<file path="src/design/msu_pkg.sv">
// Shared types, constants, microprogram and helpers of the Markov step sampler.
package msu_pkg;

  // Default sizes
  localparam int N_STATES_DEF  = 16;
  localparam int N_ACTIONS_DEF = 4;
  localparam int DATA_W        = 16;

  // Configuration port
  localparam int CFG_IDX_W  = 1;
  localparam int CFG_DATA_W = 16;
  localparam logic [CFG_IDX_W-1:0] CFG_STATES_IN_USE = 1'b0;
  localparam logic [CFG_IDX_W-1:0] CFG_STEP_LIMIT    = 1'b1;
  localparam logic [4:0]  STATES_IN_USE_RST = 5'd16;

  // Operation codes carried on s_tuser
  localparam int OP_W = 3;
  localparam logic [OP_W-1:0] OP_STEP     = 3'd0;
  localparam logic [OP_W-1:0] OP_RESET    = 3'd1;
  localparam logic [OP_W-1:0] OP_WR_TRANS = 3'd2;
  localparam logic [OP_W-1:0] OP_WR_MEANS = 3'd3;
  localparam logic [OP_W-1:0] OP_WR_START = 3'd4;

  // Request tdata layout
  localparam int S_TDATA_W   = 144;
  localparam int ACT_LSB     = 0;
  localparam int FROM_LSB    = 2;
  localparam int TO_LSB      = 6;
  localparam int PROB_LSB    = 10;
  localparam int MREW_LSB    = 26;
  localparam int MCOST_LSB   = 42;
  localparam int MSEC_LSB    = 58;
  localparam int DRAW_LSB    = 74;
  localparam int NREW_LSB    = 90;
  localparam int NCOST_LSB   = 106;
  localparam int NSEC_LSB    = 122;
  localparam int S_USED_W    = 138;

  // Result tdata layout
  localparam int M_TDATA_W   = 72;
  localparam int OSTATE_LSB  = 0;
  localparam int OREW_LSB    = 4;
  localparam int OCOST_LSB   = 20;
  localparam int OSEC_LSB    = 36;
  localparam int OSTEPS_LSB  = 52;
  localparam int M_USED_W    = 68;

  // Microprogram addresses
  localparam int UPC_W = 4;
  localparam logic [UPC_W-1:0] UPC_RST_INIT  = 4'd0;
  localparam logic [UPC_W-1:0] UPC_STEP_PAIR = 4'd1;
  localparam logic [UPC_W-1:0] UPC_STEP_BASE = 4'd2;
  localparam logic [UPC_W-1:0] UPC_WALK      = 4'd3;
  localparam logic [UPC_W-1:0] UPC_FINISH    = 4'd4;
  localparam logic [UPC_W-1:0] UPC_FETCH     = 4'd5;
  localparam logic [UPC_W-1:0] UPC_DISPATCH  = 4'd6;
  localparam logic [UPC_W-1:0] UPC_WR_TRANS  = 4'd7;
  localparam logic [UPC_W-1:0] UPC_WR_MEANS  = 4'd8;
  localparam logic [UPC_W-1:0] UPC_WR_START  = 4'd9;

  // Sequencing conditions: taken jumps go to target (dispatch decodes the operation), otherwise fall through
  typedef enum logic [2:0] {
    COND_NEXT,
    COND_JUMP,
    COND_NO_REQ,
    COND_WALK,
    COND_OUT_BUSY,
    COND_DISPATCH
  } cond_t;

  // One control word
  typedef struct packed {
    logic             in_ready;
    logic             walk_clear;
    logic             walk_run;
    logic             load_pair;
    logic             load_base;
    logic             means_re;
    logic             tram_we;
    logic             mram_we;
    logic             sram_we;
    logic             finish;
    cond_t            cond;
    logic [UPC_W-1:0] target;
  } ctrl_t;

  // Datapath status seen by the sequencer
  typedef struct packed {
    logic            in_valid;
    logic            walk_busy;
    logic            out_busy;
    logic [OP_W-1:0] op;
  } status_t;

  // Microprogram store
  function automatic ctrl_t rom_word(input logic [UPC_W-1:0] upc);
    ctrl_t w;
    w = '0;
    w.cond = COND_NEXT;
    w.target = UPC_FETCH;
    unique case (upc)
      UPC_RST_INIT: begin
        w.walk_clear = 1'b1;
        w.cond = COND_JUMP;
        w.target = UPC_WALK;
      end
      UPC_STEP_PAIR: begin
        w.load_pair = 1'b1;
      end
      UPC_STEP_BASE: begin
        w.load_base = 1'b1;
        w.means_re = 1'b1;
        w.walk_clear = 1'b1;
      end
      UPC_WALK: begin
        w.walk_run = 1'b1;
        w.cond = COND_WALK;
        w.target = UPC_WALK;
      end
      UPC_FINISH: begin
        w.finish = 1'b1;
        w.cond = COND_OUT_BUSY;
        w.target = UPC_FINISH;
      end
      UPC_FETCH: begin
        w.in_ready = 1'b1;
        w.cond = COND_NO_REQ;
        w.target = UPC_FETCH;
      end
      UPC_DISPATCH: begin
        w.cond = COND_DISPATCH;
      end
      UPC_WR_TRANS: begin
        w.tram_we = 1'b1;
        w.cond = COND_JUMP;
      end
      UPC_WR_MEANS: begin
        w.mram_we = 1'b1;
        w.cond = COND_JUMP;
      end
      UPC_WR_START: begin
        w.sram_we = 1'b1;
        w.cond = COND_JUMP;
      end
      default: begin
        w.cond = COND_JUMP;
      end
    endcase
    return w;
  endfunction

  // Signed 16-bit add, saturating
  function automatic logic [DATA_W-1:0] sat_add(input logic [DATA_W-1:0] a,
                                                input logic [DATA_W-1:0] b);
    logic [DATA_W:0] s;
    s = {a[DATA_W-1], a} + {b[DATA_W-1], b};
    if (s[DATA_W] != s[DATA_W-1]) begin
      sat_add = s[DATA_W] ? {1'b1, {(DATA_W-1){1'b0}}} : {1'b0, {(DATA_W-1){1'b1}}};
    end else begin
      sat_add = s[DATA_W-1:0];
    end
  endfunction

endpackage

</file>
<file path="src/design/msu_seq.sv">
// Microprogram sequencer: step counter, control store and conditional jumps.
module msu_seq import msu_pkg::*; (
  input  logic    clk,
  input  logic    rst,
  input  status_t status,
  output ctrl_t   ctrl
);

  logic [UPC_W-1:0] upc;
  logic [UPC_W-1:0] upc_next;
  logic [UPC_W-1:0] upc_inc;

  assign ctrl    = rom_word(upc);
  assign upc_inc = upc + UPC_W'(1);

  // Pick the next control word
  always_comb begin
    upc_next = upc_inc;
    unique case (ctrl.cond)
      COND_NEXT:     upc_next = upc_inc;
      COND_JUMP:     upc_next = ctrl.target;
      COND_NO_REQ:   upc_next = status.in_valid ? upc_inc : ctrl.target;
      COND_WALK:     upc_next = status.walk_busy ? ctrl.target : upc_inc;
      COND_OUT_BUSY: upc_next = status.out_busy ? ctrl.target : upc_inc;
      COND_DISPATCH: begin
        unique case (status.op)
          OP_STEP:     upc_next = UPC_STEP_PAIR;
          OP_RESET:    upc_next = UPC_RST_INIT;
          OP_WR_TRANS: upc_next = UPC_WR_TRANS;
          OP_WR_MEANS: upc_next = UPC_WR_MEANS;
          OP_WR_START: upc_next = UPC_WR_START;
          default:     upc_next = UPC_FETCH;
        endcase
      end
    endcase
  end

  // Advance the step counter
  always_ff @(posedge clk) begin
    if (rst) begin
      upc <= UPC_FETCH;
    end else begin
      upc <= upc_next;
    end
  end

endmodule

</file>
<file path="config.mk">
export PLATFORM = sky130hd
export DESIGN_NAME = msu_seq
export DESIGN_NICKNAME = d
export VERILOG_FILES = /design/src/design/msu_pkg.sv /design/src/design/msu_seq.sv
export SDC_FILE = /design/constraint.sdc
export NUM_CORES = 1
export LEC_CHECK = 0
export ABC_AREA = 1
export BUFFER_PORTS_ARGS = -buffer_cell sky130_fd_sc_hd__buf_4
export CAP_MARGIN = 25
export CORE_ASPECT_RATIO = 1.25
export CORE_MARGIN = 8
export CORE_UTILIZATION = 30
export DETAILED_ROUTE_END_ITERATION = 7
export GPL_TIMING_DRIVEN = 0
export PLACE_DENSITY = 0.52
export SYNTH_ARGS = -nofsm -noshare
export SYNTH_HDL_FRONTEND = slang
export SYNTH_SLANG_ARGS = --single-unit
</file>
<file path="constraint.sdc">
create_clock -name clk -period 1.95 [get_ports clk]
set_input_delay 0.0975 -clock clk [delete_from_list [all_inputs] [get_ports clk]]
set_output_delay 0.0975 -clock clk [all_outputs]
set_load 0.005 [all_outputs]
</file>
==> qor.csv <==
stage,metric,value,unit
sta,hold_violations,0,
worst_setup_path,crit_family,flip-flops,
synth,synthAdderAreaFrac,0.0681,
worst_setup_path,reg2reg_from,upc[0]$_SDFF_PP1_,
synth,netlist_instances,117,
floorplan,start_util,0.309,
worst_setup_path,worst-r2r-cell-count,9,
pwr,p_leak,0.537,nW
layout,drive_above_1_share,0.385,
flow_run,max-cap-violations,0,
synth,synth.avg_cell_area,6.28,sq um
route,drt-pass1-iter-count,4,
clock_network,clockBufferDepth,2,
layout,final_cell_mix,"buf_4 (25), inv_1 (20), nand2_1 (18)",
synth,synth_compound_area_frac,0.152,
global_routing,grt_pass1_wl,3570,microns
global_routing,antenna_found_initial,0,
worst_setup_path,crit_fanout,6,
synth,synthSimpleGateAreaFrac,0.491,
route,drtIter0Drc,21,
synth,synth_top_area_cell,dfxtp_1,
worst_setup_path,crit_top_cell,nand3_1,
pwr,vdd_drop_max,0.368,mV
place,dp_hpwl,1780,microns
worst_setup_path,end_kind,output pin,
layout,insertedDiodeCount,0,
worst_setup_path,cp.required,1.85,ns
sta,period_needed,1.79,ns
place,gp_congestion,0.814,
worst_setup_path,crit_chain,"inv_1, ha_1, o21ai_2, nand3_1, nand3_1, buf_4",
layout,reg_top3,upc x4,
sta,clock_skew,0.000794,ns
layout,final_core_util,0.413,
clock_network,cts_post_setup_buffers_inserted,0,
global_routing,grt-ovfl-total,0,
synth,synth_top_area_frac,0.109,
pwr,pwr_density_cell,1270,mW/mm^2
clock_network,h-tree-depth,1,
route,viasPerCell,4.59,
worst_setup_path,path_class,register to output pin,
worst_setup_path,worst-r2r-setup-slack,0.25,ns
synth,synth_top_family_by_area,simple AND/OR/NAND/NOR gates,
worst_setup_path,setup.worst_path.end,ctrl[4],
worst_setup_path,r2r-end,upc[0]$_SDFF_PP1_,
worst_setup_path,slowest_stage,dfxtp_1,
synth,synth_area,734,sq um
route,drc,0,
floorplan,fp.dieW,60.3,microns
clock_network,clk_pin_slew,0.04,ns
synth,muxShareOfSynthArea,0,
sta,rsz0062_at_grt,false,
clock_network,clkLatencyLatePin,0.24,ns
global_routing,grt_pass1_vias,811,
worst_setup_path,start_kind,register,
floorplan,io_pins,25,
run_status,status,completed,
sta,tns,0,ns
sta,post-route-period-util,0.918,
synth,synth.net_count,129,
route,ant_nets,0,
floorplan,coreArea,0.00238,sq mm
clock_network,cts_buffers,3,
worst_setup_path,crit_buf_inv,2,
synth,ys_top_cells_by_area,"dfxtp_1 (11%), inv_1 (10%), nand2_1 (9.2%)",
worst_setup_path,critical_path.startpoint,upc[0]$_SDFF_PP1_,
layout,layout.nets,157,
floorplan,die_h,71.3,microns
clock_network,cts_root_buf,clkbuf_4,
synth,ys_seq_area_frac,0.109,
pwr,p_total,1.25,mW
clock_network,cts_tree,yes,
worst_setup_path,crit_cells,6,
layout,regMostFlops,upc,
global_routing,grt_use_total,0.105,
synth,yosys_warnings,0,
clock_network,hold_buffers,0,
sta,hold_slack,0.117,ns
place,portBuffers,23,
layout,largest_register_ff_count,4,
synth,ys_ff_latch,4,
synth,synth_cell_types,30,
sta,fin_ws,0.159,ns
sta,setup_violations,0,
route,wl_per_cell,11.7,microns
sta,clock.fmax,558,MHz
floorplan,num_rows,20,
worst_setup_path,worstPathArrival,1.69,ns
layout,area_growth,33.6,%
sta,slew_viol_final,0,
floorplan,dieArea,0.00430,sq mm
hold_path,hold_path_class,input pin to register,
route,vias,808,
synth,synth_xor_area_frac,0.0119,
place,pre_cts_ws,0.236,ns
layout,final_common_cell,buf_4,
route,routed_wirelength,2060,microns
global_routing,grt_max_degree,11,
worst_setup_path,cpPeakStageDelay,0.37,ns
clock_network,clock_sinks,4,
[worst min-delay path by stage]
stage	startpoint	cells past startpoint	end
after global routing	rst	3	upc[0]$_SDFF_PP1_
final	rst	3	upc[0]$_SDFF_PP1_
after global placement	rst	3	upc[0]$_SDFF_PP1_
after detailed placement	rst	3	upc[0]$_SDFF_PP1_
after floorplan	rst	2	upc[0]$_SDFF_PP1_
after CTS	rst	3	upc[0]$_SDFF_PP1_
[where the power goes]
group          internal (mW)  switching, mW  leakage (nW)
registers              0.109         0.0256        0.0330
clock network         0.0691         0.0376        0.0138
logic                  0.417          0.592         0.491
[synthesized netlist by cell type (all sizes together)]
| library cell | count |
|---|---|
| conb | 1 |
| o211ai | 1 |
| a22oi | 1 |
| nor2 | 15 |
| inv | 25 |
| a21oi | 3 |
| nand4 | 7 |
| nand3 | 12 |
| ha | 4 |
| o21ai | 11 |
| buf | 3 |
| dfxtp | 4 |
| nand2 | 22 |
| nor3 | 3 |
| or2 | 4 |
| xor2 | 1 |
[repair_timing]
item	4_1_cts	5_1_grt
setup endpoints to repair	0	1
resized for setup	0	2
endpoints found under the hold margin	0	0
[per-stage QoR]
stage | std cells | cell area (sq um)
6_report | 176 | 981
3_5_place_dp | 173 | 948
5_1_grt | 176 | 981
4_1_cts | 176 | 971
3_3_place_gp | 173 | 948
2_1_floorplan | 117 | 734
[worst register-to-register path, stage by stage (launching register included)]
cell,delay [ns]
dfxtp_1,0.33
inv_1,0.18
ha_2,0.27
inv_1,0.11
nor2_4,0.19
nand2_1,0.07
o211ai_1,0.08
nand2_1,0.07
nor2_1,0.16
nand4_1,0.11
[metal layers]
| metal | GRT usage | wire length (microns) | vias to the layer above |
|---|---|---|---|
| met4 | 0.0239 | 0 | 0 |
| met5 | 0 | 0 | - |
| li1 | - | - | 425 |
| met3 | 0.0394 | 142 | 0 |
| met2 | 0.181 | 1060 | 20 |
| met1 | 0.115 | 853 | 363 |
[cells by family (layout without fill, tap and decap cells)]
group / Yosys count / after routing
DFF: 4 / 4
other: 1 / 1
buffers and inverters: 28 / 54
AOI/OAI and AO/OA: 16 / 16
and+or+nand+nor: 63 / 63
adders and majority gates: 4 / 4
xor gates and xnor gates: 1 / 1
[layout make-up]
| class | count | area, sq um |
|---|---|---|
| fillers | 265 | 1400 |
| multi-input cells | 85 | 544 |
| repair buffers | 23 | 173 |
| inverters | 25 | 93.8 |
| flip-flops and latches | 4 | 80.1 |
| well taps | 33 | 41.3 |
| plain buffers | 3 | 26.3 |
| clock buffers | 3 | 22.5 |
Note: power is estimated with default switching activity, not from simulation.
