<file path="src/design/msu_pkg.sv">
// Shared types, constants, microprogram and helpers of the Markov step sampler.
package msu_pkg;

  // Default sizes
  localparam int N_STATES_DEF  = 16;
  localparam int N_ACTIONS_DEF = 4;
  localparam int DATA_W        = 16;

  // Configuration port
  localparam int CFG_IDX_W  = 1;
  localparam int CFG_DATA_W = 16;
  localparam logic [CFG_IDX_W-1:0] CFG_STATES_IN_USE = 1'b0;
  localparam logic [CFG_IDX_W-1:0] CFG_STEP_LIMIT    = 1'b1;
  localparam logic [4:0]  STATES_IN_USE_RST = 5'd16;

  // Operation codes carried on s_tuser
  localparam int OP_W = 3;
  localparam logic [OP_W-1:0] OP_STEP     = 3'd0;
  localparam logic [OP_W-1:0] OP_RESET    = 3'd1;
  localparam logic [OP_W-1:0] OP_WR_TRANS = 3'd2;
  localparam logic [OP_W-1:0] OP_WR_MEANS = 3'd3;
  localparam logic [OP_W-1:0] OP_WR_START = 3'd4;

  // Request tdata layout
  localparam int S_TDATA_W   = 144;
  localparam int ACT_LSB     = 0;
  localparam int FROM_LSB    = 2;
  localparam int TO_LSB      = 6;
  localparam int PROB_LSB    = 10;
  localparam int MREW_LSB    = 26;
  localparam int MCOST_LSB   = 42;
  localparam int MSEC_LSB    = 58;
  localparam int DRAW_LSB    = 74;
  localparam int NREW_LSB    = 90;
  localparam int NCOST_LSB   = 106;
  localparam int NSEC_LSB    = 122;
  localparam int S_USED_W    = 138;

  // Result tdata layout
  localparam int M_TDATA_W   = 72;
  localparam int OSTATE_LSB  = 0;
  localparam int OREW_LSB    = 4;
  localparam int OCOST_LSB   = 20;
  localparam int OSEC_LSB    = 36;
  localparam int OSTEPS_LSB  = 52;
  localparam int M_USED_W    = 68;

  // Microprogram addresses
  localparam int UPC_W = 4;
  localparam logic [UPC_W-1:0] UPC_RST_INIT  = 4'd0;
  localparam logic [UPC_W-1:0] UPC_STEP_PAIR = 4'd1;
  localparam logic [UPC_W-1:0] UPC_STEP_BASE = 4'd2;
  localparam logic [UPC_W-1:0] UPC_WALK      = 4'd3;
  localparam logic [UPC_W-1:0] UPC_FINISH    = 4'd4;
  localparam logic [UPC_W-1:0] UPC_FETCH     = 4'd5;
  localparam logic [UPC_W-1:0] UPC_DISPATCH  = 4'd6;
  localparam logic [UPC_W-1:0] UPC_WR_TRANS  = 4'd7;
  localparam logic [UPC_W-1:0] UPC_WR_MEANS  = 4'd8;
  localparam logic [UPC_W-1:0] UPC_WR_START  = 4'd9;

  // Sequencing conditions: taken jumps go to target (dispatch decodes the operation), otherwise fall through
  typedef enum logic [2:0] {
    COND_NEXT,
    COND_JUMP,
    COND_NO_REQ,
    COND_WALK,
    COND_OUT_BUSY,
    COND_DISPATCH
  } cond_t;

  // One control word
  typedef struct packed {
    logic             in_ready;
    logic             walk_clear;
    logic             walk_run;
    logic             load_pair;
    logic             load_base;
    logic             means_re;
    logic             tram_we;
    logic             mram_we;
    logic             sram_we;
    logic             finish;
    cond_t            cond;
    logic [UPC_W-1:0] target;
  } ctrl_t;

  // Datapath status seen by the sequencer
  typedef struct packed {
    logic            in_valid;
    logic            walk_busy;
    logic            out_busy;
    logic [OP_W-1:0] op;
  } status_t;

  // Microprogram store
  function automatic ctrl_t rom_word(input logic [UPC_W-1:0] upc);
    ctrl_t w;
    w = '0;
    w.cond = COND_NEXT;
    w.target = UPC_FETCH;
    unique case (upc)
      UPC_RST_INIT: begin
        w.walk_clear = 1'b1;
        w.cond = COND_JUMP;
        w.target = UPC_WALK;
      end
      UPC_STEP_PAIR: begin
        w.load_pair = 1'b1;
      end
      UPC_STEP_BASE: begin
        w.load_base = 1'b1;
        w.means_re = 1'b1;
        w.walk_clear = 1'b1;
      end
      UPC_WALK: begin
        w.walk_run = 1'b1;
        w.cond = COND_WALK;
        w.target = UPC_WALK;
      end
      UPC_FINISH: begin
        w.finish = 1'b1;
        w.cond = COND_OUT_BUSY;
        w.target = UPC_FINISH;
      end
      UPC_FETCH: begin
        w.in_ready = 1'b1;
        w.cond = COND_NO_REQ;
        w.target = UPC_FETCH;
      end
      UPC_DISPATCH: begin
        w.cond = COND_DISPATCH;
      end
      UPC_WR_TRANS: begin
        w.tram_we = 1'b1;
        w.cond = COND_JUMP;
      end
      UPC_WR_MEANS: begin
        w.mram_we = 1'b1;
        w.cond = COND_JUMP;
      end
      UPC_WR_START: begin
        w.sram_we = 1'b1;
        w.cond = COND_JUMP;
      end
      default: begin
        w.cond = COND_JUMP;
      end
    endcase
    return w;
  endfunction

  // Signed 16-bit add, saturating
  function automatic logic [DATA_W-1:0] sat_add(input logic [DATA_W-1:0] a,
                                                input logic [DATA_W-1:0] b);
    logic [DATA_W:0] s;
    s = {a[DATA_W-1], a} + {b[DATA_W-1], b};
    if (s[DATA_W] != s[DATA_W-1]) begin
      sat_add = s[DATA_W] ? {1'b1, {(DATA_W-1){1'b0}}} : {1'b0, {(DATA_W-1){1'b1}}};
    end else begin
      sat_add = s[DATA_W-1:0];
    end
  endfunction

endpackage

</file>
<file path="src/design/msu_walk.sv">
// Inverse-CDF walk: one probability entry read and accumulated per cycle.
module msu_walk import msu_pkg::*; #(
  parameter int N_STATES = N_STATES_DEF,
  localparam int SW = $clog2(N_STATES),
  localparam int SUMW = DATA_W + SW
) (
  input  logic              clk,
  input  logic              rst,
  input  ctrl_t             ctrl,
  input  logic [SW:0]       lim,
  input  logic [DATA_W-1:0] draw,
  input  logic [DATA_W-1:0] rdata,
  output logic              rd_en,
  output logic [SW-1:0]     rd_idx,
  output logic              busy,
  output logic [SW-1:0]     result
);

  logic [SW:0]     idx;
  logic            pend;
  logic            found;
  logic [SW-1:0]   pend_idx;
  logic [SUMW-1:0] sum;
  logic [SUMW-1:0] sum_next;
  logic            more;

  assign more     = (idx < lim) && !found;
  assign rd_en    = ctrl.walk_run && more;
  assign rd_idx   = idx[SW-1:0];
  assign busy     = pend || more;
  assign sum_next = sum + SUMW'(rdata);

  // Issue reads and track which entry is in flight
  always_ff @(posedge clk) begin
    if (rst) begin
      idx   <= '0;
      pend  <= 1'b0;
      found <= 1'b0;
    end else if (ctrl.walk_clear) begin
      idx   <= '0;
      pend  <= 1'b0;
      found <= 1'b0;
    end else if (ctrl.walk_run) begin
      idx  <= idx + (SW+1)'(more);
      pend <= more;
      if (pend && !found && (SUMW'(draw) <= sum_next)) begin
        found <= 1'b1;
      end
    end
  end

  // Accumulate the running sum and latch the first hit
  always_ff @(posedge clk) begin
    if (ctrl.walk_clear) begin
      sum    <= '0;
      result <= '0;
    end else if (ctrl.walk_run) begin
      pend_idx <= idx[SW-1:0];
      if (pend && !found) begin
        sum <= sum_next;
        if (SUMW'(draw) <= sum_next) begin
          result <= pend_idx;
        end
      end
    end
  end

endmodule

</file>
<file path="config.mk">
export PLATFORM = sky130hd
export DESIGN_NAME = msu_walk
export DESIGN_NICKNAME = d
export VERILOG_FILES = /design/src/design/msu_pkg.sv /design/src/design/msu_walk.sv
export SDC_FILE = /design/constraint.sdc
export NUM_CORES = 1
export LEC_CHECK = 0
export ABC_AREA = 1
export BUFFER_PORTS_ARGS = -buffer_cell sky130_fd_sc_hd__buf_2
export CAP_MARGIN = 5
export CELL_PAD_IN_SITES_DETAIL_PLACEMENT = 1
export CELL_PAD_IN_SITES_GLOBAL_PLACEMENT = 2
export CORE_MARGIN = 1
export CORE_UTILIZATION = 30
export CTS_CLUSTER_SIZE = 28
export DETAILED_ROUTE_END_ITERATION = 8
export HOLD_SLACK_MARGIN = 0.02
export PLACE_DENSITY_LB_ADDON = 0.3
export SYNTH_ARGS = -nofsm -noshare
export SYNTH_HDL_FRONTEND = slang
export SYNTH_SLANG_ARGS = --single-unit
export TNS_END_PERCENT = 20
</file>
<file path="constraint.sdc">
create_clock -name clk -period 4 [get_ports clk]
set_input_delay 0.8 -clock clk [delete_from_list [all_inputs] [get_ports clk]]
set_output_delay 0.8 -clock clk [all_outputs]
set_load 0.02 [all_outputs]
</file>
==> flow_summary.ini <==
[status]
status = completed

[detailed_routing]
wl_per_cell_um = 12.79
routed_wl_um = 8188
drc = 0
drtIter0Drc = 98
ant_nets = 0
dr.pass1.iters = 4
vias = 2935
via_per_inst = 4.586

[logic_synthesis]
postSynthCellCount = 450
yosysWarnings = 0
syn_nets = 545
synth-seq-area-share_pct = 24.47
netlist-cell-type-count = 39
synth_compound_area_share_pct = 12.53
syn_avg_cell_area_um2 = 6.726
async_flop_share_pct = 0
ys.flop_type = dfxtp_1
muxShareOfSynthArea_pct = 0
synthAdderAreaFrac_pct = 16.37
syn_area_um2 = 3027
yosysTopAreaCell = dfxtp_1
synth-simple-area-share_pct = 30.01
synth_top_family_by_area = simple AND/OR/NAND/NOR gates
synth_area_leaders = dfxtp_1, ha_1, nand2_1
ys_ff_latch = 35
synth_xor_area_share_pct = 4.051
synth_edf_count = 4
yosysTopAreaCellShare_pct = 20.50

[placement]
gp_congestion = 0.7943
dp_hpwl_um = 6826
dp_cells = 632
port_buffers = 50

[die]
die_h_um = 102.4
num_rows = 36
start_util_pct = 30.97
die_x_um = 102.4
boundaryPins = 66
die_area_um2 = 10500
core_region_area_um2 = 9774

[setup_path]
critical_path_class = input pin to flop
cp-start-kind = input pin
path_common_cell = nand2_1
critPathTopFamily = simple AND/OR/NAND/NOR gates
r2r_start = sum[5]
worstPathRequired_ns = 4.20
crit_arrival_ns = 3.72
reg2reg_slack_ns = 0.76
critPathBufInv = 3
slowest_stage = ha_1
r2r-end = result[1]
cp_cell_sequence = buf_2 > ha_1 > nand2_2 > nor2_1 > a21oi_1 > o21ai_1 > nand3_1 > nand2_1 > xor2_1 > inv_1 > ha_1 > nand2_1 > nor2_1 > a211oi_1 > buf_4 > nand2_1 > nand3_2 > nor2_4 > nand2_4 > nand3_1 > nand2_1 > nor2_1
crit_fanout = 9
worstSetupEndpointType = flop
slowest_delay_ns = 0.37
r2r_cells = 21

[power_and_ir_drop]
max-vdd-ir-drop_v = 0.0001176
power_leakage_nw = 1.942
power_density_nw_per_um2 = 277.1

[cts]
path_clk_slew_ns = 0.09
cts.sinks = 35
clock_path_buffers = 2
root_buffer = clkbuf_8
h-tree-depth = 2
cts_tree = done
clk_latency_ns = 0.30
cts_resized = 0
cts_setup_buffers = 0
postCtsHoldBufs = 0
cts_buffers = 5

[cells_and_area]
drive_above_1_share_pct = 18.93
finalNonFillerCells = 640
antenna_cells = 0
syn2layout_area_growth_pct = 17.78
nets = 601

[timing]
slew_headroom_pct = 56.30
clock.fmax_ghz = 0.2838
maxSlewViolCount = 0
tns_ns = 0
finClkSkew_ns = 0.009298
finalCritPeriodShare_pct = 88.08
setup_viol = 0
worstMarginPinSlew_ns = 0.6514
fin_crit_ns = 3.523
rsz0062_at_grt = no
hold_violations = 0

[hold_path]
hold_class = flop to flop
hold_path_startpoint = found
holdPathStages = 2
holdPathEnd = found

[global_routing]
grt_use_total_pct = 16.95
grt_pass1_vias = 3065
grt_max_degree = 25
grt_pass1_wl_um = 13720
antenna_found_initial = 0
gr-total-overflow = 0

[job]
cap_violations = 0
cell families (layout without fill, tap and decap cells):
logic type                 after synthesis  after routing
AOI/OAI and AO/OA                       66             66
xor gates and xnor gates                14             14
DFF                                     35             35
buffers and inverters                   94            151
adders and majority gates               39             39
and+or+nand+nor                        202            202
worst max path at each step:
stage | end | cells after the start | slack, ns | from
CTS | result[1] | 22 | 0.43 | rdata[10]
finish | result[1] | 22 | 0.48 | rdata[6]
global route | result[1] | 22 | 0.14 | rdata[10]
floorplan | result[0] | 20 | 0.74 | rdata[0]
detailed placement | result[1] | 23 | 0.12 | rdata[6]
global placement | result[3] | 20 | 0.15 | rdata[6]
synthesized netlist by cell type, types with 7 or more instances:
master / number
nand2_1: 115
inv_1: 80
ha_1: 38
a21oi_1: 36
nor2_1: 32
dfxtp_1: 31
nand3_1: 18
o211ai_1: 12
nand2_2: 10
o21ai_0: 9
xor2_1: 9
nor2_2: 7
tightest hold or removal path, cell delays in order (launching register included):
cell	delay, ns
dfxtp_1	0.32
inv_1	0.06
a21oi_1	0.06
area by class of cell:
type	count	area [um2]
Clock buffer	5	68.82
Clock inverter	3	46.29
Fill cell	1287	6210
Inverter	83	311.5
Multi-Input combinational cell	321	1906
Sequential cell	35	740.7
Tap cell	133	166.4
Timing Repair Buffer	60	325.3
sequential cells by signal, indices dropped and copies added (netlist names):
signal and cells:
sum 20, idx 5, pend_idx 4, result 4
found 1, pend 1
layer usage:
metal	up-vias	GRT usage [%]	share of wire, %
li1	1537	-	-
met1	1363	20.33	48
met2	30	30.56	49
met3	5	3.557	2.3
met4	0	4.176	0.88
met5	-	0	0
placed cells by master, fill, tap and decap left out, types with 2 or more instances in the layout:
master	n
nand2_1	115
inv_1	80
buf_2	50
ha_1	38
a21oi_1	36
nor2_1	32
dfxtp_1	31
nand3_1	18
o211ai_1	12
nand2_2	10
buf_4	10
xor2_1	9
o21ai_0	9
nor2_2	7
nand4_1	5
xnor2_1	5
clkbuf_8	5
edfxtp_1	4
nand3_2	3
inv_2	2
a21o_1	2
o21ai_1	2
and2_1	2
nor2_4	2
nor3_1	2
report_power, final:
part           leakage (nW)  switching [mW]  total (mW)  internal [mW]
logic                  1.60           0.161       0.266          0.105
clock network        0.0548           0.159       0.347          0.188
registers             0.290         0.00777       0.374          0.367
through the flow:
stage               cell area, um2  worst slack (ns)  power [mW]  utilization (%)  hold WS, ns
floorplan                     3027            0.7426      0.5662                -       0.4500
global placement              3450            0.1470      0.6454            35.29       0.4629
detailed placement            3450            0.1173      0.6553            35.29       0.4693
CTS                           3565            0.4266       1.009            36.47       0.4838
global route                  3565            0.1398       1.062            36.47       0.5247
finish                        3565            0.4767      0.9879            36.47       0.4798
No activity file was read; power rests on OpenSTA's default activity.
