<file path="src/design/msu_ram.sv">
// Generic single-write, single-read RAM with registered read data.
module msu_ram #(
  parameter int WIDTH = 16,
  parameter int DEPTH = 16,
  localparam int AW = $clog2(DEPTH)
) (
  input  logic             clk,
  input  logic             we,
  input  logic [AW-1:0]    waddr,
  input  logic [WIDTH-1:0] wdata,
  input  logic             re,
  input  logic [AW-1:0]    raddr,
  output logic [WIDTH-1:0] rdata
);

  logic [WIDTH-1:0] mem [DEPTH];

  // Write port
  always_ff @(posedge clk) begin
    if (we) begin
      mem[waddr] <= wdata;
    end
  end

  // Registered read, held when not enabled
  always_ff @(posedge clk) begin
    if (re) begin
      rdata <= mem[raddr];
    end
  end

endmodule

</file>
<file path="config.mk">
export PLATFORM = sky130hd
export DESIGN_NAME = msu_ram
export DESIGN_NICKNAME = d
export VERILOG_FILES = /design/src/design/msu_ram.sv
export SDC_FILE = /design/constraint.sdc
export NUM_CORES = 1
export LEC_CHECK = 0
export BUFFER_PORTS_ARGS = -buffer_cell sky130_fd_sc_hd__buf_2
export CAP_MARGIN = 10
export CELL_PAD_IN_SITES_DETAIL_PLACEMENT = 0
export CELL_PAD_IN_SITES_GLOBAL_PLACEMENT = 1
export CORE_MARGIN = 3
export CORE_UTILIZATION = 45
export CTS_BUF_LIST = sky130_fd_sc_hd__clkbuf_2
export DETAILED_ROUTE_END_ITERATION = 10
export PLACE_DENSITY_LB_ADDON = 0.15
export SYNTH_ARGS = -nofsm -noshare
export SYNTH_HDL_FRONTEND = slang
export SYNTH_SLANG_ARGS = --single-unit
</file>
<file path="constraint.sdc">
create_clock -name clk -period 2.5 [get_ports clk]
set_input_delay 0.125 -clock clk [delete_from_list [all_inputs] [get_ports clk]]
set_output_delay 0.125 -clock clk [all_outputs]
set_load 0.02 [all_outputs]
</file>
==> metrics.md, run 1 <==
| Metric | Value |
|---|---|
| Via count | `just under 5,000` |
| Core Region | `0.0220 mm^2` |
| Vias/cell | `5.52` |
| Fin crit share | `85.0%` |
| Initial antenna violation count | `1` |
| Row count | `between 50 and 60` |
| Clock slew at the register clock pins of the worst setup and hold paths | `0.09 ns` |
| Area Growth Syn to Fin | `15.0%` |
| R2R Setup Slk | `between 1 and 1.5 ns` |
| Most frequent cells in the layout | `edfxtp_1 (272), clkbuf_2 (92), mux4_2 (54), buf_2 (41), a22oi_1 (32)` |
| DR pass1 iterations | `4` |
| Final cell count without fillers | `about 900` |
| Nets@finish | `about 600` |
| HPWL after detailed placement | `11,700 um` |
| First-pass GRT wire length | `33,300 um` |
| Synthesized flop and latch total | `272` |
| Worst Setup Path Type | `input pin to flop` |
| Warnings, synthesis | `0` |
| Clock buffer depth | `3` |
| Post-Syn Instances | `432` |
| Clock latency on the worst-skew pair | `approximately 0.76 ns` |
| Wirelength, routed | `approximately 22,000 um` |
| Slew headroom | `between 60% and 70%` |
| Die X | `157 um` |
| Synth Area in Simple Gates | `1.89%` |
| Worst r2r src | `mem[9][4]` |
| Root Buffer | `clkbuf_2` |
| WP data required | `between 2 and 3 ns` |
| Crit path DAT | `2.54 ns` |
| Post-synthesis net count | `459` |
| Most common cell after layout, fill and taps aside | `edfxtp_1` |
| Netlist cell types | `18` |
| Post-synthesis mux area share | `14.5%` |
| Number of DRC markers in iteration 0 | `about 400` |
| Mapped Avg Cell Area | `roughly 24 um^2` |
| CTS tree | `built` |
| Sequential fraction of the synthesis area | `roughly 80%` |
| RSZ-0062 raised after global routing | `no` |
| Grt total ovfl | `0` |
| Final Skew | `0.0354 ns` |
| Die Ht | `157 um` |
| Pwr dens | `roughly 710 mW/mm^2` |
| Final hold vios | `0` |
| Max-slew violations | `0` |
| Worst Setup End Kind | `flop` |
| Mapped Area | `around 0.010 mm^2` |
| Final min period | `2.12 ns` |
| Min-delay src | `we` |
| Critical Path Fanout Max | `5` |
| H-tree levels | `3` |
| Largest family of logic cells by synthesized area | `multiplexers` |
| Final setup viols | `0` |
| Initial Util | `46.3%` |
| Peak Freq | `471 MHz` |
| DIE AREA | `0.0245 mm^2` |
| Layout cells sized above 1 | `between 30% and 40%` |
| Setup TNS | `0 ns` |
| Placed insts | `between 700 and 800` |
| GRT Total Usage | `19.0%` |
| Largest net degree at the start of global routing | `65` |
| Routed length per placed instance | `24.5 um` |
| Min-delay worst type | `input pin to flop` |
| GP Congestion | `0.700` |
| Post-synthesis xor/xnor area fraction | `0%` |
| MaxCap Viol Count | `0` |
| Vias in the first global route | `5,436` |
| DRC | `0` |
| Clock sinks | `272` |
| Complex-gate fraction of the synthesized area | `2.35%` |
| Adder-Cell Fraction of Synth Area | `0%` |
| Run status | `finished clean` |
| Leak | `between 0.003 and 0.004 uW` |
| Num ports | `43` |
| Critical Path Source | `waddr[3]` |
| Max IR drop VDD | `between 0.4 and 0.5 mV` |
| Port buffer count | `42` |
| TritonCTS buffer count | `70` |
| Worst Max-Slew Pin Slew | `0.570 ns` |
| Setup repair bufs after CTS | `0` |
| Final ANT Viol Nets | `0` |
| CP Launch Type | `input pin` |
[layout make-up]
| cell class | count | area [um^2] |
|---|---|---|
| fillers | 1771 | 10300 |
| well taps | 280 | 350 |
| repair buffers | 93 | 716 |
| diodes | 1 | 2.50 |
| clock inverters | 21 | 80.1 |
| multi-input cells | 139 | 1960 |
| clock buffers | 92 | 460 |
| flip-flops and latches | 272 | 8170 |
[sequential cells by signal, indices dropped and copies added, names as in the netlist]
name,cells
mem,256
rdata,16
[where the power goes]
group,switching (uW),internal [uW]
Sequential,25.5,5130
Clock,1640,993
Combinational,288,213
Total,1950,6340
[through the flow]
| step | util, % | setup slack [ns] | hold WS (ns) | area, um^2 | total power (uW) |
|---|---|---|---|---|---|
| final | 53.3 | 0.375 | 0.113 | 11700 | 8290 |
| after global routing | 53.3 | 0.398 | 0.0348 | 11700 | 8720 |
| after CTS | 53.3 | 0.470 | 0.0127 | 11700 | 8440 |
| after floorplan | - | 0.320 | 0.224 | 10200 | 5530 |
| after detailed placement | 49.8 | 0.775 | 0.514 | 11000 | 5750 |
| after global placement | 49.8 | 0.793 | 0.486 | 11000 | 5730 |
[cells by family after synthesis]
logic type / Yosys count
flip-flops: 272
multiplexers: 64
AND/OR/NAND/NOR: 43
AO/OA/AOI/OAI: 32
buffers and inverters: 21
[routing by layer]
layer	routed length, um	vias to the layer above	part of all wire [%]	GRT usage (%)
met5	0	-	0	0
met4	301	0	1.4	5.75
met3	1940	27	8.8	5.12
met2	10400	186	47	28.4
met1	9350	2564	43	27.7
li1	-	2179	-	-
[path summary, 6_finish.rpt]
check / endpoint / cells past startpoint
max: mem[15][13] / 6
max reg2reg: rdata[4] / 3
min reg2reg: rdata[13] / 3
min: mem[12][14] / 4
[synth_stat cells]
| library cell | number | area share [%] |
|---|---|---|
| a22oi_1 | 32 | 2.4 |
| and2_1 | 1 | 0.061 |
| buf_1 | 3 | 0.11 |
| buf_2 | 3 | 0.15 |
| buf_4 | 3 | 0.22 |
| buf_6 | 4 | 0.44 |
| clkbuf_1 | 8 | 0.29 |
| edfxtp_1 | 272 | 80 |
| mux4_1 | 10 | 2.6 |
| mux4_2 | 54 | 12 |
| nand2_1 | 17 | 0.63 |
| nand2b_1 | 2 | 0.12 |
| nand3_1 | 1 | 0.049 |
| nand3b_1 | 2 | 0.15 |
| nor2_1 | 13 | 0.48 |
| nor2b_1 | 2 | 0.12 |
| nor3_1 | 4 | 0.20 |
| or3b_2 | 1 | 0.086 |
[critical path, cell delays in order]
cell           delay, ns
dlygate4sd3_1       0.52
buf_2               0.13
nand3_1             0.14
dlygate4sd3_1       0.64
nor2_2              0.19
dlygate4sd3_1       0.80
[timing repair]
item                                   CTS  global route
resized for setup                        0             0
hold buffers                            23             0
endpoints found under the hold margin  355             0
(Power assumes the default switching activity.)
==> inputs of run 2 (changes only) <==
Clock period 2.5 ns to 1.8 ns, I/O delays scaled along.
==> run 2 against run 1 <==
  * The run now ends with setup timing left
  * Final cell count rose by 1.1%
  * Combinational power rose by 48%
  * Worst setup slack got worse by 0.38 ns
  * Core utilization rose by 1.3 points
  * Register-to-register slack got worse by 0.73 ns
  * Worst hold slack improved by 0.094 ns
  * Clock power rose by 49%
  * Design area rose by 2.5%
  * Clock skew rose by 0.0022 ns
  * Wire length rose by 3.2%
  * Largest power group unchanged
==> metrics.md, run 2 (synthesized netlist as in run 1, its figures left out) <==
| Metric | Value |
|---|---|
| Run status | `complete, but fails checks` |
| Violations in the final reports | `setup timing` |
| Clock latency on the worst-skew pair | `0.80 ns (+0.04 ns)` |
| Clock sinks | `272 (unchanged)` |
| Worst Setup End Kind | `flop` |
| H-tree levels | `3 (unchanged)` |
| Final min period | `1.81 ns` |
| Pwr dens | `983 mW/mm^2 (+39%)` |
| Clock slew at the register clock pins of the worst setup and hold paths | `0.10 ns (about the same)` |
| First-pass GRT wire length | `33,700 um (+1.1%)` |
| Max stage delay on crit path | `0.64 ns (-0.16 ns)` |
| WP data required | `2.28 ns (-0.64 ns)` |
| GP Congestion | `0.733 (+4.6%)` |
| DR pass1 iterations | `5 (+1)` |
| Crit path DAT | `2.29 ns (-0.25 ns)` |
| MaxCap Viol Count | `0 (unchanged)` |
| DRC | `0 (unchanged)` |
| Final setup viols | `2 (+2)` |
| Peak Freq | `553 MHz` |
| Final ANT Viol Nets | `0 (unchanged)` |
| Setup repair bufs after CTS | `0 (unchanged)` |
| DIE AREA | `0.0245 mm^2 (unchanged)` |
| Worst Max-Slew Pin Slew | `1.07 ns (+0.498 ns)` |
| Port buffer count | `42 (unchanged)` |
| Most common cell after layout, fill and taps aside | `edfxtp_1` |
| Nets@finish | `612 (+1.5%)` |
| Layout cells sized above 1 | `39.2% (+0.50 points)` |
| Vias/cell | `5.59 (+1.3%)` |
| Via count | `5,078 (+2.5%)` |
| Most used cell, CP | `dlygate4sd3_1` |
| WHS | `0.208 ns (+0.0941 ns)` |
| Row count | `54 (unchanged)` |
| Min-delay worst type | `input pin to flop` |
| FF-to-FF End | `rdata[3]` |
| CP Cell Sequence | `dlygate4sd3_1 > buf_2 > nand3_1 > dlygate4sd3_1 > nor2_2 > dlygate4sd3_1` |
| R2R Setup Slk | `0.34 ns (-0.73 ns)` |
| Die Ht | `157 um (unchanged)` |
| Largest net degree at the start of global routing | `29 (-55%)` |
| Crit-path slowest cell | `dlygate4sd3_1` |
| Final setup margin | `-0.00789 ns (-0.383 ns)` |
| Max-slew violations | `0 (unchanged)` |
| Worst R2R Path Depth | `3 (unchanged)` |
| Most frequent cells in the layout | `edfxtp_1 (272), clkbuf_2 (99), mux4_2 (54), buf_2 (41), a22oi_1 (32)` |
| Worst r2r src | `mem[0][3]` |
| Biggest regs | `mem: 256 flops, rdata: 16 flops` |
| Worst Setup Path Type | `input pin to flop` |
| Routed length per placed instance | `25.0 um (+2.1%)` |
| Initial Util | `46.3% (unchanged)` |
| Initial antenna violation count | `1 (unchanged)` |
| CP Launch Type | `input pin` |
| Leak | `0.00406 uW (+2.7%)` |
| HPWL after detailed placement | `11,900 um (+2.1%)` |
| GRT Total Usage | `19.3% (+0.36 points)` |
| CTS resizes | `0 (unchanged)` |
| Die X | `157 um (unchanged)` |
| Vias in the first global route | `5,393 (-0.79%)` |
| Fin crit share | `100%` |
| Most flop-heavy register | `mem` |
| Final hold vios | `0 (unchanged)` |
| Area Growth Syn to Fin | `17.9%` |
| Min-delay src | `wdata[8]` |
| Num ports | `43 (unchanged)` |
| Max reg flops | `256 (unchanged)` |
| Final core utilization | `54.6% (+1.3 points)` |
| Number of DRC markers in iteration 0 | `441 (+11%)` |
| Hold path cells | `2 (-2)` |
| Max IR drop VDD | `0.472 mV (+15%)` |
| CTS tree | `built` |
| Final Skew | `0.0376 ns (+0.00224 ns)` |
| TritonCTS buffer count | `70 (unchanged)` |
| Critical Path Fanout Max | `4 (-1)` |
| Slew headroom | `28.8% (-33 points)` |
| Clock buffer depth | `3 (unchanged)` |
| Wirelength, routed | `22,700 um (+3.2%)` |
| RSZ-0062 raised after global routing | `no` |
| Core Region | `0.0220 mm^2 (unchanged)` |
| Root Buffer | `clkbuf_2` |
| Hold EP | `mem[2][8]` |
| Grt total ovfl | `0 (unchanged)` |
run 2: changes by cell type in the layout (fill, tap and decap cells not counted), sizes merged:
cell         change
buf              +2
bufinv           +1
clkbuf           +7
clkinv           -4
dlygate4sd3      +7
inv              -3
run 2: timing repair:
item                                    4_1_cts  5_1_grt
endpoints found under the setup margin        0        0
hold buffers                                 28        2
hold endpoints to repair                    402        1
run 2: metrics by stage:
step | instance area [um^2] | power, uW | setup slack (ns) | setup TNS [ns] | instances
after floorplan | 10200 | 7680 | 0.0328 | 0 | 432
after global placement | 11100 | 8000 | 0.00108 | 0 | 763
after detailed placement | 11100 | 8010 | -0.0259 | -0.0473 | 763
after CTS | 12000 | 12000 | 0.0793 | 0 | 905
after global routing | 12000 | 12400 | 0.00139 | 0 | 908
final | 12000 | 11800 | -0.00789 | -0.00896 | 908
run 2: worst max-delay path by stage:
| stage | from | endpoint | slack [ns] | cells past startpoint |
|---|---|---|---|---|
| 6_report | we | mem[13][12] | -0.008 | 6 |
| 5_1_grt | we | mem[13][12] | 0.001 | 6 |
| 4_1_cts | we | mem[13][12] | 0.08 | 6 |
| 3_5_place_dp | raddr[2] | rdata[1] | -0.03 | 5 |
| 3_3_place_gp | raddr[2] | rdata[15] | 0.001 | 5 |
| 2_1_floorplan | we | mem[12][0] | 0.03 | 2 |
run 2: per-layer routing:
metal	GRT usage [%]	share of wire (%)	routed length (um)
met5	0	0	0
met4	7.29	2.0	457
met3	4.84	6.9	1570
met2	28.9	47	10500
met1	27.9	45	10100
run 2: final cells by class:
class                      count  area (um^2)
sequential                   272         8170
clock inverter                15         83.8
multi-input combinational    139         1980
clock buffer                  99          495
timing repair buffer         102          951
tap                          280          350
fill                        1746         9990
antenna                        1         2.50
run 2: report_power, final:
group          switching, uW  internal, uW
logic                    417           324
clock network           2330          1600
registers               35.5          7120
total                   2790          9040
run 2: worst max-delay path: cells and delay by family:
kind / cells / cell delay (ns)
buffers and inverters: 4 / 1.90
AND/OR/NAND/NOR: 2 / 0.29
==> inputs of run 3 (changes only) <==
Settings changed: TNS_END_PERCENT from default to 5.
==> run 3 against run 2 <==
  * The run now ends clean
  * Sequential share of layout area increased by 0.60 points
  * Worst setup slack improved by 0.033 ns
  * Power decreased by 0.53%
  * Non-clock buffer count decreased by 3
  * Critical path depth unchanged
  * Critical endpoint is now mem[0][2]
  * Count of clock-buffer cells in the layout decreased by 2
==> metrics.md, run 3 (synthesized netlist as in run 1, its figures left out) <==
| Metric | Value |
|---|---|
| Vias/cell | `5.55 (-0.74%)` |
| CTS tree | `built` |
| Leak | `0.00403 uW (-0.75%)` |
| Clock buffer depth | `3 (unchanged)` |
| CP Cell Sequence | `dlygate4sd3_1 > buf_2 > or3b_2 > nor3_4 > dlygate4sd3_1 > buf_12` |
| Worst R2R Path Depth | `3 (unchanged)` |
| Fin crit share | `98.6% (-1.8 points)` |
| Worst Setup End Kind | `flop` |
| Port buffer count | `42 (unchanged)` |
| Most flop-heavy register | `mem` |
| Vias in the first global route | `5,327 (-1.2%)` |
| Final Skew | `0.0283 ns (-0.00931 ns)` |
| Most frequent cells in the layout | `edfxtp_1 (272), clkbuf_2 (97), mux4_2 (54), buf_2 (41), a22oi_1 (32)` |
| WHS | `0.117 ns (-0.0906 ns)` |
| Largest net degree at the start of global routing | `49 (+69%)` |
| Setup crit end | `mem[0][2]` |
| DIE AREA | `0.0245 mm^2 (unchanged)` |
| Biggest regs | `mem: 256 flops, rdata: 16 flops` |
| Clock latency on the worst-skew pair | `0.76 ns (-0.04 ns)` |
| FF-to-FF End | `rdata[2]` |
| Crit path DAT | `2.20 ns (-0.09 ns)` |
| Wirelength, routed | `22,600 um (-0.15%)` |
| Setup repair bufs after CTS | `0 (unchanged)` |
| H-tree levels | `3 (unchanged)` |
| HPWL after detailed placement | `11,700 um (-1.7%)` |
| Run status | `finished clean` |
| Area Growth Syn to Fin | `16.9%` |
| Clock slew at the register clock pins of the worst setup and hold paths | `0.09 ns (about the same)` |
| Final min period | `1.78 ns (-0.0326 ns)` |
| Max IR drop VDD | `0.436 mV (-7.4%)` |
| Min-delay worst type | `input pin to flop` |
| Max stage delay on crit path | `0.61 ns (-0.03 ns)` |
| TritonCTS buffer count | `68 (-2.9%)` |
| MaxCap Viol Count | `0 (unchanged)` |
| Initial Util | `46.3% (unchanged)` |
| Die X | `157 um (unchanged)` |
| Max-slew violations | `0 (unchanged)` |
| GRT Total Usage | `19.1% (-0.23 points)` |
| Pwr dens | `986 mW/mm^2 (+0.35%)` |
| GP Congestion | `0.739 (+0.89%)` |
| Die Ht | `157 um (unchanged)` |
| Final ANT Viol Nets | `0 (unchanged)` |
| Core Region | `0.0220 mm^2 (unchanged)` |
| Max reg flops | `256 (unchanged)` |
| Worst Max-Slew Pin Slew | `1.06 ns (-0.00551 ns)` |
| Initial antenna violation count | `1 (unchanged)` |
| Via count | `5,024 (-1.1%)` |
| Peak Freq | `563 MHz (+1.8%)` |
| Critical Path Source | `waddr[2]` |
| DRC | `0 (unchanged)` |
| Most used cell, CP | `dlygate4sd3_1` |
| Most common cell after layout, fill and taps aside | `edfxtp_1` |
| Routed length per placed instance | `25.0 um (+0.18%)` |
| Final setup viols | `0 (-2)` |
| First-pass GRT wire length | `33,200 um (-1.6%)` |
| Clock sinks | `272 (unchanged)` |
| Slew headroom | `29.1% (+0.37 points)` |
| Crit-path slowest cell | `dlygate4sd3_1` |
| Num ports | `43 (unchanged)` |
| DR pass1 iterations | `6 (+1)` |
| Final hold vios | `0 (unchanged)` |
| R2R Setup Slk | `0.35 ns (about the same)` |
| Final core utilization | `54.1% (-0.48 points)` |
| WP data required | `2.22 ns (-0.06 ns)` |
| CP Launch Type | `input pin` |
| Root Buffer | `clkbuf_2` |
| Layout cells sized above 1 | `39.6% (+0.35 points)` |
| Grt total ovfl | `0 (unchanged)` |
| Worst Setup Path Type | `input pin to flop` |
| RSZ-0062 raised after global routing | `no` |
| Nets@finish | `607 (-0.82%)` |
| Min-delay src | `raddr[2]` |
| Number of DRC markers in iteration 0 | `407 (-7.7%)` |
| Critical Path Fanout Max | `16 (+12)` |
| Row count | `54 (unchanged)` |
| Worst r2r src | `mem[3][2]` |
[run 3: changes by cell type in the layout (fill, tap and decap cells not counted), moves of 2 or more]
cell and change:
buf_4 +6, buf_12 -7, clkbuf_2 -2, nor3_4 -2, nor3_2 +2, dlygate4sd3_1 -4, inv_2 +2
[run 3: area by class of cell]
class,count,area [um^2]
well taps,280,350
flip-flops and latches,272,8170
clock buffers,97,485
fillers,1745,10100
multi-input cells,139,1980
repair buffers,99,853
diodes,1,2.50
clock inverters,17,91.3
[run 3: how the worst min path moves through the flow]
stage | endpoint | slack, ns | depth (start not counted)
final | rdata[7] | 0.12 | 5
after global routing | rdata[12] | 0.06 | 5
after CTS | rdata[7] | 0.02 | 5
after detailed placement | mem[0][11] | 0.48 | 1
after global placement | mem[4][11] | 0.45 | 1
after floorplan | mem[0][0] | 0.19 | 0
[run 3: per-stage QoR]
stage / total power, uW / instances / setup WS [ns] / instance area (um^2) / setup TNS (ns)
6_report: 11800 / 905 / 0.0247 / 11900 / 0
3_3_place_gp: 7980 / 762 / 0.163 / 11000 / 0
3_5_place_dp: 8000 / 762 / 0.131 / 11000 / 0
5_1_grt: 12400 / 905 / 0.0348 / 11900 / 0
2_1_floorplan: 7680 / 432 / -0.0446 / 10200 / -1.42
4_1_cts: 11900 / 903 / 0.0114 / 11900 / 0
[run 3: power by group]
part / switching [uW] / leakage (uW) / internal, uW / total [uW]
combinational: 411 / 0.00111 / 312 / 723
clock: 2310 / 0.000455 / 1580 / 3880
sequential: 36.4 / 0.00247 / 7120 / 7160
total: 2750 / 0.00403 / 9010 / 11800
[run 3: metal layers]
metal,share of wire [%],GRT usage [%],wire length (um)
met3,8.0,4.48,1820
met5,0,0,0
met2,48,29.2,10800
met4,1.6,7.04,353
met1,43,27.3,9690
[run 3: repair_timing]
| action | 4_1_cts | 5_1_grt |
|---|---|---|
| hold endpoints to repair | 409 | 0 |
| hold buffers | 27 | 0 |
| gates resized for setup | 0 | 2 |
| setup endpoints to repair | 0 | 5 |
[run 3: worst max-delay path: cells and delay by family]
family,cells,cell delay [ns]
AND/OR/NAND/NOR,2,0.61
buffers and inverters,4,1.49
